**config.mk**
```make
export PLATFORM = sky130hd
export DESIGN_NAME = sorted_set_table_top
export DESIGN_NICKNAME = d
export VERILOG_FILES = /design/src/rtl/sst_pkg.sv /design/src/rtl/sst_ram.sv /design/src/rtl/sst_cmp.sv /design/src/rtl/sorted_set_table_top.sv
export SDC_FILE = /design/constraint.sdc
export NUM_CORES = 2
export LEC_CHECK = 0
export BUFFER_PORTS_ARGS = -buffer_cell sky130_fd_sc_hd__buf_2
export CAP_MARGIN = 20
export CORE_AREA = 2 2 411 413
export CTS_CLUSTER_SIZE = 16
export DETAILED_ROUTE_END_ITERATION = 6
export DIE_AREA = 0 0 413 415
export PLACE_DENSITY_LB_ADDON = 0.3
export SLEW_MARGIN = 10
export SYNTH_ARGS = -nofsm -noshare
export SYNTH_HDL_FRONTEND = slang
export SYNTH_SLANG_ARGS = --single-unit
```
**constraint.sdc**
```tcl
create_clock -name i_clk -period 4.5 [get_ports i_clk]
set_input_delay 0.9 -clock i_clk [delete_from_list [all_inputs] [get_ports i_clk]]
set_output_delay 0.9 -clock i_clk [all_outputs]
set_load 0.005 [all_outputs]
```
**src/rtl/sst_pkg.sv**
```systemverilog
// ----------------------------------------------------------------------------
// Sorted set table package
// Shared widths, request kinds and status codes for the sorted set table.
// ----------------------------------------------------------------------------
package sst_pkg;

    // Field widths of the request and result transactions.
    localparam int KEY_W    = 31;
    localparam int KIND_W   = 2;
    localparam int POS_W    = 7;
    localparam int STATUS_W = 2;

    // Request kinds. The unused code behaves as a find.
    localparam logic [KIND_W-1:0] KIND_FIND   = 2'd0;
    localparam logic [KIND_W-1:0] KIND_ADD    = 2'd1;
    localparam logic [KIND_W-1:0] KIND_REMOVE = 2'd2;

    // Result status codes.
    localparam logic [STATUS_W-1:0] ST_OK    = 2'd0;
    localparam logic [STATUS_W-1:0] ST_EMPTY = 2'd1;
    localparam logic [STATUS_W-1:0] ST_FULL  = 2'd2;

    // Outcome of one key comparison.
    typedef struct packed {
        logic lt;
        logic eq;
    } t_cmp;

endpackage

```
**src/rtl/sst_ram.sv**
```systemverilog
// ----------------------------------------------------------------------------
// Generic simple dual-port RAM
// One write port and one read port with registered read data.
// ----------------------------------------------------------------------------
module sst_ram #(
    parameter int WIDTH = 31,
    parameter int DEPTH = 64
) (
    input  logic                     i_clk,
    input  logic                     i_we,
    input  logic [$clog2(DEPTH)-1:0] i_waddr,
    input  logic [WIDTH-1:0]         i_wdata,
    input  logic [$clog2(DEPTH)-1:0] i_raddr,
    output logic [WIDTH-1:0]         o_rdata
);

    logic [WIDTH-1:0] r_mem [DEPTH];
    logic [WIDTH-1:0] r_rdata;

    // Write port and registered read port.
    always_ff @(posedge i_clk) begin
        if (i_we) begin
            r_mem[i_waddr] <= i_wdata;
        end
        r_rdata <= r_mem[i_raddr];
    end

    assign o_rdata = r_rdata;

endmodule

```
**src/rtl/sst_cmp.sv**
```systemverilog
// ----------------------------------------------------------------------------
// Key comparator
// The shared compare unit: tells whether a stored key is below or equal to
// the requested key.
// ----------------------------------------------------------------------------
module sst_cmp (
    input  logic [sst_pkg::KEY_W-1:0] i_entry,
    input  logic [sst_pkg::KEY_W-1:0] i_key,
    output sst_pkg::t_cmp             o_cmp
);

    // One magnitude compare and one equality compare.
    always_comb begin
        o_cmp.lt = (i_entry < i_key);
        o_cmp.eq = (i_entry == i_key);
    end

endmodule

```
**src/rtl/sorted_set_table_top.sv**
```systemverilog
// ----------------------------------------------------------------------------
// Sorted set table
// Keeps up to CAPACITY distinct 31-bit keys in ascending order in one RAM
// and serves find, add and remove requests on them.
//
// Usage: a request transaction (i_kind, i_key) is taken on i_in_valid and
// o_in_ready; one result transaction (o_position, o_present, o_status,
// o_count) leaves on o_out_valid and i_out_ready for every request.
// The block works on one request at a time and drops o_in_ready meanwhile.
// The keys are walked one RAM read per cycle through a single comparator,
// then add and remove move the larger keys one slot per cycle through the
// same read and write port. A find stops its walk at the key's sorted
// position; an add or a remove that changes the set then also moves every
// larger key, so its run grows with the number of keys held. The next request
// can be taken once the result has gone to the output register.
// A finished result sits in an output register; the next request is taken
// while it waits, and only the hand-off of that next result waits for the
// receiver. Reset empties the set at once; the RAM needs no clearing since
// only slots below the count are ever used.
// ----------------------------------------------------------------------------
module sorted_set_table_top #(
    parameter int CAPACITY = 64
) (
    input  logic                         i_clk,
    input  logic                         i_rst_n,
    input  logic                         i_in_valid,
    output logic                         o_in_ready,
    input  logic [sst_pkg::KIND_W-1:0]   i_kind,
    input  logic [sst_pkg::KEY_W-1:0]    i_key,
    output logic                         o_out_valid,
    input  logic                         i_out_ready,
    output logic [sst_pkg::POS_W-1:0]    o_position,
    output logic                         o_present,
    output logic [sst_pkg::STATUS_W-1:0] o_status,
    output logic [sst_pkg::POS_W-1:0]    o_count
);

    localparam int CW = $clog2(CAPACITY + 1);
    localparam int AW = $clog2(CAPACITY);

    // Sequencer states.
    localparam logic [2:0] S_IDLE   = 3'd0;
    localparam logic [2:0] S_SCAN   = 3'd1;
    localparam logic [2:0] S_DECIDE = 3'd2;
    localparam logic [2:0] S_UP     = 3'd3;
    localparam logic [2:0] S_PUT    = 3'd4;
    localparam logic [2:0] S_DOWN   = 3'd5;
    localparam logic [2:0] S_FIN    = 3'd6;

    logic [2:0]                   r_state, n_state;
    logic [sst_pkg::KIND_W-1:0]   r_kind, n_kind;
    logic [sst_pkg::KEY_W-1:0]    r_key, n_key;
    logic [CW-1:0]                r_idx, n_idx;
    logic [CW-1:0]                r_pos, n_pos;
    logic                         r_present, n_present;
    logic [sst_pkg::STATUS_W-1:0] r_status, n_status;
    logic [CW-1:0]                r_held, n_held;

    logic                         r_out_valid, n_out_valid;
    logic [sst_pkg::POS_W-1:0]    r_out_pos, n_out_pos;
    logic                         r_out_present, n_out_present;
    logic [sst_pkg::STATUS_W-1:0] r_out_status, n_out_status;
    logic [sst_pkg::POS_W-1:0]    r_out_count, n_out_count;

    logic                         w_we;
    logic [AW-1:0]                w_waddr;
    logic [sst_pkg::KEY_W-1:0]    w_wdata;
    logic [AW-1:0]                w_raddr;
    logic [sst_pkg::KEY_W-1:0]    w_rdata;
    sst_pkg::t_cmp                w_cmp;
    logic                         w_in_acc;
    logic                         w_out_free;

    // Key storage.
    sst_ram #(
        .WIDTH (sst_pkg::KEY_W),
        .DEPTH (CAPACITY)
    ) u_ram (
        .i_clk   (i_clk),
        .i_we    (w_we),
        .i_waddr (w_waddr),
        .i_wdata (w_wdata),
        .i_raddr (w_raddr),
        .o_rdata (w_rdata)
    );

    // Shared comparator for the search walk.
    sst_cmp u_cmp (
        .i_entry (w_rdata),
        .i_key   (r_key),
        .o_cmp   (w_cmp)
    );

    assign o_in_ready = (r_state == S_IDLE);
    assign w_in_acc   = i_in_valid && o_in_ready;
    assign w_out_free = !r_out_valid || i_out_ready;

    // Sequencer: search, then for add and remove shift and write, then hand off the result.
    always_comb begin
        n_state       = r_state;
        n_kind        = r_kind;
        n_key         = r_key;
        n_idx         = r_idx;
        n_pos         = r_pos;
        n_present     = r_present;
        n_status      = r_status;
        n_held        = r_held;
        n_out_valid   = r_out_valid && !i_out_ready;
        n_out_pos     = r_out_pos;
        n_out_present = r_out_present;
        n_out_status  = r_out_status;
        n_out_count   = r_out_count;
        w_we          = 1'b0;
        w_waddr       = '0;
        w_wdata       = r_key;
        w_raddr       = '0;

        unique case (r_state)
            S_IDLE: begin
                if (w_in_acc) begin
                    n_kind    = i_kind;
                    n_key     = i_key;
                    n_idx     = '0;
                    n_pos     = '0;
                    n_present = 1'b0;
                    n_status  = sst_pkg::ST_OK;
                    if (r_held == '0) begin
                        n_state = S_DECIDE;
                    end else begin
                        n_state = S_SCAN;
                    end
                end
            end
            S_SCAN: begin
                // The read data holds the key in slot r_idx.
                w_raddr = AW'(r_idx + CW'(1));
                if (w_cmp.lt) begin
                    n_idx = r_idx + CW'(1);
                    if (r_idx + CW'(1) == r_held) begin
                        n_pos   = r_held;
                        n_state = S_DECIDE;
                    end
                end else begin
                    n_pos     = r_idx;
                    n_present = w_cmp.eq;
                    n_state   = S_DECIDE;
                end
            end
            S_DECIDE: begin
                n_state = S_FIN;
                case (r_kind)
                    sst_pkg::KIND_ADD: begin
                        if (r_present) begin
                            n_state = S_FIN;
                        end else if (r_held == CW'(CAPACITY)) begin
                            n_status = sst_pkg::ST_FULL;
                        end else if (r_pos == r_held) begin
                            w_we    = 1'b1;
                            w_waddr = AW'(r_pos);
                            n_held  = r_held + CW'(1);
                        end else begin
                            n_idx   = r_held;
                            w_raddr = AW'(r_held - CW'(1));
                            n_state = S_UP;
                        end
                    end
                    sst_pkg::KIND_REMOVE: begin
                        if (r_held == '0) begin
                            n_status = sst_pkg::ST_EMPTY;
                        end else if (r_present) begin
                            if (r_pos + CW'(1) == r_held) begin
                                n_held = r_held - CW'(1);
                            end else begin
                                n_idx   = r_pos + CW'(1);
                                w_raddr = AW'(r_pos + CW'(1));
                                n_state = S_DOWN;
                            end
                        end
                    end
                    default: begin
                        n_state = S_FIN;
                    end
                endcase
            end
            S_UP: begin
                // Move slot r_idx-1 up into slot r_idx.
                w_we    = 1'b1;
                w_waddr = AW'(r_idx);
                w_wdata = w_rdata;
                w_raddr = AW'(r_idx - CW'(2));
                if (r_idx - CW'(1) == r_pos) begin
                    n_state = S_PUT;
                end else begin
                    n_idx = r_idx - CW'(1);
                end
            end
            S_PUT: begin
                w_we    = 1'b1;
                w_waddr = AW'(r_pos);
                n_held  = r_held + CW'(1);
                n_state = S_FIN;
            end
            S_DOWN: begin
                // Move slot r_idx down into slot r_idx-1.
                w_we    = 1'b1;
                w_waddr = AW'(r_idx - CW'(1));
                w_wdata = w_rdata;
                w_raddr = AW'(r_idx + CW'(1));
                if (r_idx + CW'(1) == r_held) begin
                    n_held  = r_held - CW'(1);
                    n_state = S_FIN;
                end else begin
                    n_idx = r_idx + CW'(1);
                end
            end
            S_FIN: begin
                if (w_out_free) begin
                    n_out_valid   = 1'b1;
                    n_out_pos     = sst_pkg::POS_W'(r_pos);
                    n_out_present = r_present;
                    n_out_status  = r_status;
                    n_out_count   = sst_pkg::POS_W'(r_held);
                    n_state       = S_IDLE;
                end
            end
            default: begin
                n_state = S_IDLE;
            end
        endcase
    end

    // Control registers.
    always_ff @(posedge i_clk) begin
        if (!i_rst_n) begin
            r_state     <= S_IDLE;
            r_held      <= '0;
            r_out_valid <= 1'b0;
        end else begin
            r_state     <= n_state;
            r_held      <= n_held;
            r_out_valid <= n_out_valid;
        end
    end

    // Working and result payload registers.
    always_ff @(posedge i_clk) begin
        r_kind        <= n_kind;
        r_key         <= n_key;
        r_idx         <= n_idx;
        r_pos         <= n_pos;
        r_present     <= n_present;
        r_status      <= n_status;
        r_out_pos     <= n_out_pos;
        r_out_present <= n_out_present;
        r_out_status  <= n_out_status;
        r_out_count   <= n_out_count;
    end

    assign o_out_valid = r_out_valid;
    assign o_position  = r_out_pos;
    assign o_present   = r_out_present;
    assign o_status    = r_out_status;
    assign o_count     = r_out_count;

    // The count never exceeds the capacity.
    a_held_bound: assert property (@(posedge i_clk) disable iff (!i_rst_n)
        r_held <= CW'(CAPACITY))
        else $error("key count above capacity");

    // A refused add reports a full table.
    a_full_count: assert property (@(posedge i_clk) disable iff (!i_rst_n)
        (o_out_valid && o_status == sst_pkg::ST_FULL)
            |-> (o_count == sst_pkg::POS_W'(CAPACITY) && !o_present))
        else $error("full status without a full table");

    // A remove on an empty set reports position zero and an empty set.
    a_empty_result: assert property (@(posedge i_clk) disable iff (!i_rst_n)
        (o_out_valid && o_status == sst_pkg::ST_EMPTY)
            |-> (o_position == '0 && o_count == '0 && !o_present))
        else $error("empty status with inconsistent result");

    // The search walk never writes the RAM.
    a_scan_no_write: assert property (@(posedge i_clk) disable iff (!i_rst_n)
        (r_state == S_SCAN || r_state == S_IDLE || r_state == S_FIN) |-> !w_we)
        else $error("RAM written outside an update step");

endmodule
```
==> results_dict.tcl <==
set metrics [dict create \
    htree_levels 4 \
    synthAdderAreaFrac 0.00618 \
    clkTransAtPathRegs_ns 0.06 \
    cts_tree "built" \
    path_buf_inv 2 \
    die_area_um2 171000 \
    worst_slew_pin_slew_ns 1.18 \
    ys_types 66 \
    switchingPower_mw 18.2 \
    ys_seq_area_frac 0.752 \
    seq_power_share 0.436 \
    die_y_um 415 \
    worstSkewPairLatency_ns 0.87 \
    stdcell_count 8713 \
    critPathLaunchType "flip-flop" \
    cp_cell_sequence "inv_1 -> ha_1 -> or3b_1 -> o31a_1 -> nand3_1 -> a21oi_1 -> a221oi_1 -> and2_1 -> nand2_1 -> nor2_4 -> buf_12" \
    hold_viol 0 \
    setup.worst_path.end_class "flip-flop" \
    pre_cts_ws_ns -0.379 \
    cap_viol_max_count 0 \
    maxSlewViolCount 0 \
    max_stage_delay_ns 0.99 \
    viasPerCell 6.15 \
    post_synth_xor_area_fraction 0.00597 \
    ys.flop_type "edfxtp_1" \
    cts_root_buf "clkbuf_16" \
    crit_slowest_cell "a221oi_1" \
    area_growth_pct 16.2 \
    p_leak_nw 32.1 \
    drtIter0Drc 7293 \
    synth_compound_area_frac 0.0695 \
    layout_setup_ws_ns 0.111 \
    syn_avg_cell_area_um2 13.8 \
    synth-seq-cells 2093 \
    post-place-cells 8311 \
    p_sw_frac 0.328 \
    track_usage 0.282 \
    layout_min_cycle_time_ns 4.39 \
    wirelength_um 245000 \
    async_flop_share 0 \
    numCtsBuffers 204 \
    grt_max_degree 131 \
    finClkSkew_ns 0.0643 \
    timing.rr.start "r_held[1]" \
    critPathArrivalTime_ns 4.92 \
    initial_utilization 0.498 \
    io_buffers 55 \
    antenna_found_initial 14 \
    synthSimpleGateAreaFrac 0.119 \
    coreArea_um2 167000 \
    wl_per_cell_um 28.2 \
    vias 53600 \
    hpwl_um 144000 \
    clockBufferDepth 3 \
    layout-drive-gt1-share 0.141 \
    synth_area_um2 83000 \
    layout_worst_path_cycle_share 0.975 \
    critPathTopFamily "simple AND/OR/NAND/NOR gates" \
    clkPwrFrac 0.302 \
    synth-edff-count 2051 \
    rsz0062_at_grt "yes" \
    grt-ovfl-total 0 \
    dr.pass1.iters 6 \
    p_int_mw 37.4 \
    criticalPathCategory "reg2reg" \
    max_slew_margin 0.212 \
    synth-warning-count 0 \
    synthCells 6035 \
    layout.nets 6405 \
    grt_pass1_wl_um 351000 \
    powerDensity_nw_per_um2 576 \
    drc 0 \
    dieWidth_um 413 \
    hold_buffers 0 \
    gp_congestion 0.894 \
    syn-num-nets 6113 \
    p_total_mw 55.6 \
    synth_top_family_by_area "simple AND/OR/NAND/NOR gates" \
    vdd.ir_drop.worst_mv 0.433 \
    final_common_cell "edfxtp_1" \
    max_freq_mhz 228 \
    crit_start "r_held[1]" \
    final_cell_mix "edfxtp_1, nand2_1, nand3_1" \
    setup_viol 0 \
    hold_start "i_key[20]" \
    crit_required_ns 5.04 \
    clock_sinks 2093 \
    combPwrFrac 0.262 \
    ant_nets 0 \
    hp-class "in2reg" \
    crit_fanout 19 \
    io_pins 56 \
    synth_mux_area_frac 0.0246 \
    outcome "completed" \
    grt_pass1_vias 50800 \
    row_count 150 \
]
==> power by group through the flow <==
stage	registers, mW	clock network (mW)	logic, mW
finish	24.2	16.8	14.6
global route	24.3	17.6	15.3
CTS	24.2	16.9	14.1
detailed placement	24.6	0	14.0
global placement	24.6	0	13.8
floorplan	24.2	0	7.27
==> cell type report <==
cell class	count	area (µm²)
repair buffers	466	4930
flip-flops and latches	2093	62400
inverters	47	176
clock buffers	278	5530
clock inverters	105	1060
multi-input cells	3515	19600
diodes	5	12.5
fillers	12800	70100
well taps	2204	2760
==> repair_timing <==
action / in CTS / in global routing
endpoints found under the hold margin: 0 / 0
resized for setup: 22 / 18
pin swaps: 1 / 3
cloned: 1 / 2
endpoints found under the setup margin: 24 / 45
setup buffers: 0 / 7
==> per-layer routing <==
layer | vias to the layer above | global-route usage | wire (µm)
li1 | 23200 | - | -
met1 | 26800 | 0.388 | 93900
met2 | 3147 | 0.434 | 113000
met3 | 510 | 0.0584 | 26600
met4 | 14 | 0.125 | 11700
met5 | - | 0 | 127
==> state kept, by name, indices dropped and copies added (netlist names), 7 cells and up <==
name / flops
u_ram.r_mem: 1984
r_key: 31
u_ram.o_rdata: 31
o_count: 7
o_position: 7
r_held: 7
r_idx: 7
r_pos: 7
==> Yosys cell counts (35+ instances only) <==
cell / n / area share
a21oi_1: 333 / 0.020
a221o_1: 63 / 0.0076
a22oi_1: 100 / 0.0090
a31oi_1: 40 / 0.0030
a32oi_1: 94 / 0.0099
buf_2: 170 / 0.010
clkbuf_1: 176 / 0.0080
dfxtp_1: 42 / 0.010
edfxtp_1: 2051 / 0.74
ha_1: 41 / 0.0062
inv_1: 47 / 0.0021
mux2i_1: 169 / 0.020
nand2_1: 1464 / 0.066
nand3_1: 501 / 0.030
nand4_1: 45 / 0.0034
nor2_1: 139 / 0.0063
nor3_1: 105 / 0.0063
nor4_1: 35 / 0.0026
o21ai_0: 85 / 0.0051
o21ai_1: 35 / 0.0021
o22ai_1: 40 / 0.0030
xnor2_1: 35 / 0.0037
==> metrics by stage <==
step | setup TNS, ns | hold WS [ns] | util | area [µm²]
after floorplan | 0 | 0.400 | - | 83000
after global placement | -3.69 | 0.407 | 0.537 | 89500
after detailed placement | -3.71 | 0.406 | 0.537 | 89500
after CTS | 0 | 0.162 | 0.577 | 96200
after global routing | -0.0289 | 0.195 | 0.579 | 96500
final | 0 | 0.206 | 0.579 | 96500
==> final timing paths <==
kind | end | slack, ns | depth (start not counted)
worst max register to register | u_ram.r_mem[8][6] | 0.11 | 11
worst max-delay path | u_ram.r_mem[8][6] | 0.11 | 11
worst min-delay path | r_key[20] | 0.21 | 1
worst min register to register | o_status[1] | 0.42 | 0
==> logic make-up (layout without fill, tap and decap cells) <==
family,Yosys count,after routing
AND/OR/NAND/NOR,2344,2345
adder cells (fa/ha/maj),41,41
AO/OA/AOI/OAI,874,874
other,0,5
buffers and inverters,428,896
flip-flops,2093,2093
multiplexers,200,200
XOR/XNOR,55,55
(Power assumes the default switching activity.)
